$ cat src/opp_pkg.sv
package opp_pkg;

	// ODF sample and threshold, unsigned Q8.8
	typedef logic [15:0] odf_t;

	// peak_window register width
	localparam int PW_W = 5;

	// result width (sample position)
	localparam int SAMPLE_W = 33;

	// APB
	localparam int APB_DATA_W = 32;
	localparam int APB_ADDR_W = 3;

	// reset values of the configuration registers
	localparam logic [PW_W-1:0] PEAK_WINDOW_RST = 5'd2;
	localparam odf_t ONSET_THRESHOLD_RST = 16'd26;

	// register index, taken from paddr[2]
	typedef enum logic {
		REG_PEAK_WINDOW     = 1'b0,
		REG_ONSET_THRESHOLD = 1'b1
	} reg_idx_t;

	typedef struct packed {
		logic [PW_W-1:0] peak_window;
		odf_t            onset_threshold;
	} cfg_t;

endpackage

$ cat src/opp_cfg.sv
module opp_cfg (
	input  logic                           clk,
	input  logic                           arst_n,
	input  logic                           psel,
	input  logic                           penable,
	input  logic                           pwrite,
	input  logic [opp_pkg::APB_ADDR_W-1:0] paddr,
	input  logic [opp_pkg::APB_DATA_W-1:0] pwdata,
	output logic [opp_pkg::APB_DATA_W-1:0] prdata,
	output logic                           pready,
	output opp_pkg::cfg_t                  cfg
);
	import opp_pkg::*;

	cfg_t     cfg_q;
	reg_idx_t sel;
	logic     wr_en;

	assign sel    = reg_idx_t'(paddr[2]);
	assign wr_en  = psel & penable & pwrite;
	assign pready = 1'b1;
	assign cfg    = cfg_q;

	always_ff @(posedge clk or negedge arst_n) begin
		if (!arst_n) begin
			cfg_q.peak_window     <= PEAK_WINDOW_RST;
			cfg_q.onset_threshold <= ONSET_THRESHOLD_RST;
		end else if (wr_en) begin
			unique case (sel)
				REG_PEAK_WINDOW:     cfg_q.peak_window     <= pwdata[PW_W-1:0];
				REG_ONSET_THRESHOLD: cfg_q.onset_threshold <= pwdata[15:0];
				default: ;
			endcase
		end
	end

	always_comb begin
		unique case (sel)
			REG_PEAK_WINDOW:     prdata = APB_DATA_W'(cfg_q.peak_window);
			REG_ONSET_THRESHOLD: prdata = APB_DATA_W'(cfg_q.onset_threshold);
			default:             prdata = '0;
		endcase
	end

endmodule

$ cat src/opp_cell.sv
module opp_cell #(
	parameter int IDX   = 0,
	parameter int WIN_W = 5
) (
	input  logic               clk,
	input  logic               shift,
	input  opp_pkg::odf_t      d_in,
	input  opp_pkg::odf_t      center,
	input  logic [WIN_W-1:0]   win,
	output opp_pkg::odf_t      value,
	output logic               ok
);
	import opp_pkg::*;

	localparam logic [7:0] POS = 8'(IDX);

	odf_t       value_q;
	logic [7:0] win8;
	logic       is_newer;
	logic       is_older;
	logic       newer_ok;
	logic       older_ok;

	always_ff @(posedge clk) begin
		if (shift) begin
			value_q <= d_in;
		end
	end

	assign value = value_q;
	assign win8  = 8'(win);

	// cell IDX holds the frame IDX+1 back; center sits at win-1
	assign is_newer = (POS + 8'd1) < win8;
	assign is_older = ((POS + 8'd1) > win8) && (POS < ((win8 << 1) - 8'd1));

	// 1.5*center >= newer, center >= 1.5*older, done in integers
	assign newer_ok = (18'(center) * 18'd3) >= (18'(value_q) << 1);
	assign older_ok = (18'(center) << 1) >= (18'(value_q) * 18'd3);

	assign ok = (!is_newer || newer_ok) && (!is_older || older_ok);

endmodule

$ cat src/onset_peak_picker_core.sv
// Channel  | Direction | Handshake          | Payload
// ---------+-----------+--------------------+-------------------------
// input    | in        | in_valid/in_stall  | odf_value, restart
// output   | out       | out_valid/out_stall| onset_sample
// config   | in        | APB psel/penable   | paddr, pwdata -> prdata
//
// One frame per cycle while in_stall is low: a frame is judged in the cycle of its transfer
// against the cell row, and the verdict lands in the output register in the next cycle.
// The cell row and the output register set that figure; in_stall is high only
// while the output register holds an untaken result and out_stall is high.
// Reset clears the frame counter, the output valid and the configuration registers.
// The cell contents are not reset; a song only reads frames it wrote itself.
module onset_peak_picker_core #(
	parameter int MAX_WINDOW = 16,
	parameter int HOP_SIZE   = 512,
	parameter int FRAME_BITS = 24
) (
	input  logic                           clk,
	input  logic                           arst_n,
	input  logic                           psel,
	input  logic                           penable,
	input  logic                           pwrite,
	input  logic [opp_pkg::APB_ADDR_W-1:0] paddr,
	input  logic [opp_pkg::APB_DATA_W-1:0] pwdata,
	output logic [opp_pkg::APB_DATA_W-1:0] prdata,
	output logic                           pready,
	input  opp_pkg::odf_t                  odf_value,
	input  logic                           restart,
	input  logic                           in_valid,
	output logic                           in_stall,
	output logic [opp_pkg::SAMPLE_W-1:0]   onset_sample,
	output logic                           out_valid,
	input  logic                           out_stall
);
	import opp_pkg::*;

	// cells hold the last 2W-1 frames before the current one
	localparam int NCELL  = 2 * MAX_WINDOW - 1;
	localparam int IDX_W  = (NCELL > 1) ? $clog2(NCELL) : 1;
	localparam int WIN_W  = $clog2(MAX_WINDOW + 1);
	localparam int HOP_W  = $clog2(HOP_SIZE + 1);
	localparam int PROD_W = FRAME_BITS + HOP_W;
	localparam logic [FRAME_BITS-1:0] FRAME_MAX = {FRAME_BITS{1'b1}};

	cfg_t                  cfg;
	odf_t                  cell_val [NCELL];
	logic [NCELL-1:0]      cell_ok;
	odf_t                  center;
	logic [7:0]            pw8;
	logic [WIN_W-1:0]      win;
	logic [WIN_W:0]        win2;
	logic [IDX_W-1:0]      center_idx;
	logic                  in_take;
	logic [FRAME_BITS-1:0] frame_count_q;
	logic [FRAME_BITS-1:0] frame_k;
	logic [FRAME_BITS-1:0] center_frame;
	logic [PROD_W-1:0]     prod;
	logic                  judge_en;
	logic                  thr_ok;
	logic                  emit;
	logic                  out_valid_q;
	logic [SAMPLE_W-1:0]   onset_sample_q;

	opp_cfg u_cfg (
		.clk     (clk),
		.arst_n  (arst_n),
		.psel    (psel),
		.penable (penable),
		.pwrite  (pwrite),
		.paddr   (paddr),
		.pwdata  (pwdata),
		.prdata  (prdata),
		.pready  (pready),
		.cfg     (cfg)
	);

	// clamp the window to 1..MAX_WINDOW
	always_comb begin
		pw8 = 8'(cfg.peak_window);
		if (pw8 == 8'd0) begin
			win = WIN_W'(1);
		end else if (pw8 > 8'(MAX_WINDOW)) begin
			win = WIN_W'(MAX_WINDOW);
		end else begin
			win = WIN_W'(pw8);
		end
	end

	assign win2       = (WIN_W + 1)'(win) << 1;
	assign center_idx = IDX_W'(win - WIN_W'(1));
	assign center     = cell_val[center_idx];

	assign in_stall = out_valid_q & out_stall;
	assign in_take  = in_valid & ~in_stall;

	// shift the row on every transfer; cell 0 takes the new frame
	for (genvar i = 0; i < NCELL; i++) begin : g_cell
		odf_t d_in;
		if (i == 0) begin : g_head
			assign d_in = odf_value;
		end else begin : g_link
			assign d_in = cell_val[i-1];
		end
		opp_cell #(
			.IDX   (i),
			.WIN_W (WIN_W)
		) u_cell (
			.clk    (clk),
			.shift  (in_take),
			.d_in   (d_in),
			.center (center),
			.win    (win),
			.value  (cell_val[i]),
			.ok     (cell_ok[i])
		);
	end

	// index of the arriving frame; restart makes it frame 0
	assign frame_k = restart ? '0 : frame_count_q;

	always_ff @(posedge clk or negedge arst_n) begin
		if (!arst_n) begin
			frame_count_q <= '0;
		end else if (in_take) begin
			// saturate: hold at the top value
			if (frame_k != FRAME_MAX) begin
				frame_count_q <= frame_k + FRAME_BITS'(1);
			end else begin
				frame_count_q <= frame_k;
			end
		end
	end

	// judge frame k-W once k >= 2W, never at the saturated index
	assign judge_en = !restart && (frame_k != FRAME_MAX) &&
		(32'(frame_k) >= 32'(win2));
	// threshold only counts when the window has neighbors
	assign thr_ok   = (win == WIN_W'(1)) || (center >= cfg.onset_threshold);
	assign emit     = restart || (judge_en && thr_ok && (&cell_ok));

	assign center_frame = frame_k - FRAME_BITS'(win);
	assign prod         = PROD_W'(center_frame) * PROD_W'(HOP_SIZE);

	// output register: load on transfer, drop once taken
	always_ff @(posedge clk or negedge arst_n) begin
		if (!arst_n) begin
			out_valid_q <= 1'b0;
		end else if (in_take) begin
			out_valid_q <= emit;
		end else if (!out_stall) begin
			out_valid_q <= 1'b0;
		end
	end

	always_ff @(posedge clk) begin
		if (in_take) begin
			onset_sample_q <= restart ? '0 : SAMPLE_W'(prod);
		end
	end

	assign out_valid    = out_valid_q;
	assign onset_sample = onset_sample_q;

	a_restart_onset: assert property (@(posedge clk) disable iff (!arst_n)
		in_take && restart |=> out_valid_q && (onset_sample_q == '0))
		else $error("restart frame did not yield the onset at sample 0");

	a_restart_count: assert property (@(posedge clk) disable iff (!arst_n)
		in_take && restart |=> frame_count_q == FRAME_BITS'(1))
		else $error("frame counter not advanced to 1 after restart");

	a_count_monotone: assert property (@(posedge clk) disable iff (!arst_n)
		in_take && !restart |=> frame_count_q >= $past(frame_count_q))
		else $error("frame counter went back without restart");

	a_valid_source: assert property (@(posedge clk) disable iff (!arst_n)
		$rose(out_valid_q) |-> $past(in_take))
		else $error("result appeared without an input transfer");

endmodule
$ cat config.mk
export PLATFORM = sky130hd
export DESIGN_NAME = onset_peak_picker_core
export DESIGN_NICKNAME = d
export VERILOG_FILES = /design/src/opp_pkg.sv /design/src/opp_cfg.sv /design/src/opp_cell.sv /design/src/onset_peak_picker_core.sv
export SDC_FILE = /design/constraint.sdc
export NUM_CORES = 2
export LEC_CHECK = 0
export ABC_AREA = 1
export BUFFER_PORTS_ARGS = -buffer_cell sky130_fd_sc_hd__buf_2
export CORE_MARGIN = 4
export CORE_UTILIZATION = 25
export DETAILED_ROUTE_END_ITERATION = 12
export SYNTH_ARGS = -nofsm -noshare
export SYNTH_HDL_FRONTEND = slang
export SYNTH_SLANG_ARGS = --single-unit
export TNS_END_PERCENT = 30
$ cat constraint.sdc
create_clock -name clk -period 14.1 [get_ports clk]
set_input_delay 0.705 -clock clk [delete_from_list [all_inputs] [get_ports clk]]
set_output_delay 0.705 -clock clk [all_outputs]
set_load 0.005 [all_outputs]
==> results.py <==
metrics = {
    "global_route": {
        "grt_pass1_vias": 52000,
        "grt_pass1_wl_um": 320000,
        "grt_max_degree": 159,
        "antenna_found_initial": 2,
        "overflow": 0,
        "track_usage": 0.161,
    },
    "layout": {
        "fin_cells": 11400,
        "n_antenna_cell": 0,
        "fin_util": 0.281,
        "finalInstanceArea_um2": 70000,
        "regArea_um2": 16800,
        "layout-drive-gt1-share": 0.0431,
        "multi_input_area_um2": 41600,
        "fillers": 27100,
        "synthToLayoutAreaGrowth_pct": 11.5,
        "nets": 9289,
    },
    "yosys": {
        "synth-edff-count": 520,
        "syn_area_um2": 62700,
        "async_flop_share": 0.0813,
        "ys_types": 69,
        "yosysSeqAreaShare": 0.267,
        "synth_seq_cells": 566,
        "synth_cells": 7863,
        "ys.flop_type": "edfxtp_1",
        "yosysWarningCount": 0,
        "avgSynthCellArea_um2": 7.98,
    },
    "sta": {
        "tightest_slew_ns": 1.34,
        "fmax_ghz": 0.0897,
        "fin_tns_setup_ns": 0,
        "relSlewSlack": 0.0968,
        "layout_worst_path_cycle_share": 0.791,
        "finalCriticalPeriod_ns": 11.15,
        "rsz0062_at_grt": "false",
        "hold_viol_final": 0,
        "setup_viol": 0,
        "slew_viol_final": 0,
        "fin_worst_skew_ns": 0.0360,
    },
    "floorplan": {
        "rows": 183,
        "core_area_um2": 249000,
        "start_util": 0.252,
        "die_w_um": 509,
        "die_h_um": 509,
        "die_area_um2": 259000,
        "io_pins": 127,
    },
    "detailed_routing": {
        "vias": 55700,
        "ant_nets": 0,
        "viasPerCell": 4.90,
        "wl_per_cell_um": 18.8,
        "drt_iter0_drc": 5300,
        "drc": 0,
        "drt-pass1-iter-count": 6,
        "totalWireLength_um": 214000,
    },
    "critical_path": {
        "criticalPathCategory": "reg -> reg",
        "crit_required_ns": 14.73,
        "worst_ep_arrival_time_ns": 11.78,
        "crit_path_frequent_cell": "nand2_1",
        "crit_buf_inv": 8,
        "crit_family": "simple AND/OR/NAND/NOR gates",
        "end_kind": "flop",
        "cp_slowest_cell": "nand3_2",
        "cp_max_fo": 99,
        "cpPeakStageDelay_ns": 0.79,
        "cp-start-kind": "flop",
    },
    "run_status": {
        "outcome": "finished clean",
    },
    "run": {
        "drv_cap": 0,
    },
    "clock_tree": {
        "path_clk_slew_ns": 0.06,
        "cts_tree": "built",
        "postCtsSetupRepairBufs": 0,
        "ctsHoldBuffers": 0,
        "cts_resized": 0,
        "cts_sinks": 566,
        "cts_made_buffers": 73,
        "worstSkewPairLatency_ns": 0.70,
        "cts_max_level": 3,
        "root_buffer": "clkbuf_16",
        "cts_buffer_depth": 3,
    },
    "placed_design": {
        "place_area_um2": 67600,
        "place_congestion": 0.970,
        "port_buffers": 82,
        "place_hpwl_um": 159000,
        "dpl.cell_count": 11200,
    },
    "min_path": {
        "hold_class": "in -> async",
    },
}
==> placed cells by master, fill, tap and decap left out, types with 14 or more instances in the layout <==
| cell | netlist | final |
|---|---|---|
| nand2_1 | 1404 | 1401 |
| ha_1 | 1217 | 1217 |
| inv_1 | 1057 | 1054 |
| a21oi_1 | 866 | 866 |
| edfxtp_1 | 520 | 520 |
| nor2_1 | 504 | 501 |
| o21ai_0 | 429 | 429 |
| xor2_1 | 341 | 334 |
| nand3_1 | 284 | 283 |
| nor3_1 | 152 | 152 |
| nand4_1 | 133 | 133 |
| o21bai_1 | 130 | 130 |
| xnor2_1 | 120 | 116 |
| o211ai_1 | 84 | 84 |
| buf_2 | 20 | 82 |
| clkbuf_16 | 0 | 78 |
| buf_4 | 29 | 74 |
| nor4_1 | 54 | 54 |
| dfrtp_1 | 42 | 42 |
| a211oi_1 | 38 | 38 |
| a21o_1 | 35 | 35 |
| fa_1 | 32 | 32 |
| o221ai_1 | 31 | 31 |
| a221oi_1 | 35 | 26 |
| a31oi_1 | 26 | 26 |
| conb_1 | 2 | 26 |
| nand3b_1 | 23 | 23 |
| o21a_1 | 19 | 19 |
| a32oi_1 | 16 | 16 |
| clkinv_1 | 2 | 14 |
==> registers in the layout, summed over array words and instances, names as in the netlist <==
name / cells
frame_count_q: 24
g_cell.u_cell.value: 496
onset_sample: 24
out_valid: 1
u_cfg.cfg: 21
==> Yosys cell counts (10+ instances only) <==
master | count | area share
dfrtp_1 | 42 | 0.017
nor4_1 | 54 | 0.0054
a211oi_1 | 38 | 0.0045
o221ai_1 | 31 | 0.0043
fa_1 | 32 | 0.010
nor3_1 | 152 | 0.012
a32oi_1 | 16 | 0.0022
o21bai_1 | 130 | 0.016
o21a_1 | 19 | 0.0023
a221oi_1 | 35 | 0.0049
ha_1 | 1217 | 0.24
a31oi_1 | 26 | 0.0026
nand3_1 | 284 | 0.023
o211ai_1 | 84 | 0.010
clkbuf_1 | 69 | 0.0041
o2111ai_1 | 12 | 0.0017
o21ai_0 | 429 | 0.034
xnor2_1 | 120 | 0.017
edfxtp_1 | 520 | 0.25
a2111oi_0 | 12 | 0.0017
nand2_1 | 1404 | 0.084
nor2_1 | 504 | 0.030
nand3b_1 | 23 | 0.0028
a21oi_1 | 866 | 0.069
buf_4 | 29 | 0.0035
inv_1 | 1057 | 0.063
buf_2 | 20 | 0.0016
buf_6 | 10 | 0.0018
xor2_1 | 341 | 0.048
a21o_1 | 35 | 0.0042
nand4_1 | 133 | 0.013
buf_1 | 11 | 0.00066
==> worst reg2reg max path, delay by kind of cell (launching register included) <==
kind                     cells  cell delay (ns)
AND/OR/NAND/NOR             26             4.88
buffers and inverters        8             2.77
AO/OA/AOI/OAI                6             1.64
adder cells (fa/ha/maj)      3             0.89
XOR/XNOR                     1             0.58
flip-flops                   1             0.36
==> metal layers <==
metal  global-route usage  up-vias  share of wire
li1                     -    27600              -
met1                0.221    25700           0.45
met2                0.253     1916           0.43
met3               0.0234      422          0.074
met4               0.0623        2          0.045
met5                    0        -       0.000033
==> final timing paths <==
kind,to,slack [ns],cells past startpoint,startpoint
max,out_valid,2.95,44,u_cfg.cfg[20]
min,out_valid,0.12,2,arst_n
max reg2reg,out_valid,2.95,44,u_cfg.cfg[20]
min reg2reg,g_cell[1].u_cell.value[15],0.46,0,g_cell[0].u_cell.value[15]
max in group asynchronous,u_cfg.cfg[10],13.54,2,arst_n
min in group clk,g_cell[0].u_cell.value[1],0.20,1,odf_value[1]
==> area by class of cell <==
type | instances | share of cell area
Clock inverter | 44 | 0.00601
Tap cell | 3330 | 0.0595
Clock buffer | 87 | 0.0284
Sequential cell | 566 | 0.240
Multi-Input combinational cell | 6117 | 0.595
Inverter | 1065 | 0.0572
Timing Repair Buffer | 158 | 0.0144
==> cell families (layout without fill, tap and decap cells) <==
logic type | count (synthesis) | in the layout | share of synthesized area
flip-flops | 566 | 566 | 0.267
other | 2 | 26 | 0.000120
AO/OA/AOI/OAI | 1779 | 1779 | 0.163
buffers and inverters | 1204 | 1354 | 0.0754
AND/OR/NAND/NOR | 2601 | 2601 | 0.176
adder cells (fa/ha/maj) | 1249 | 1249 | 0.253
multiplexers | 1 | 1 | 0.000180
XOR/XNOR | 461 | 461 | 0.0644
==> stage by stage <==
| step | setup WS, ns | hold slack, ns |
|---|---|---|
| 5_1_grt | 2.43 | 0.162 |
| 4_1_cts | 3.11 | 0.103 |
| 2_1_floorplan | 1.07 | 0.409 |
| 3_5_place_dp | 3.16 | 0.433 |
| 6_report | 2.95 | 0.116 |
| 3_3_place_gp | 3.25 | 0.433 |
Power is left out: the tool's default activity adds up to more than one toggle a clock period on the data nets, which glitch-free logic cannot reach.
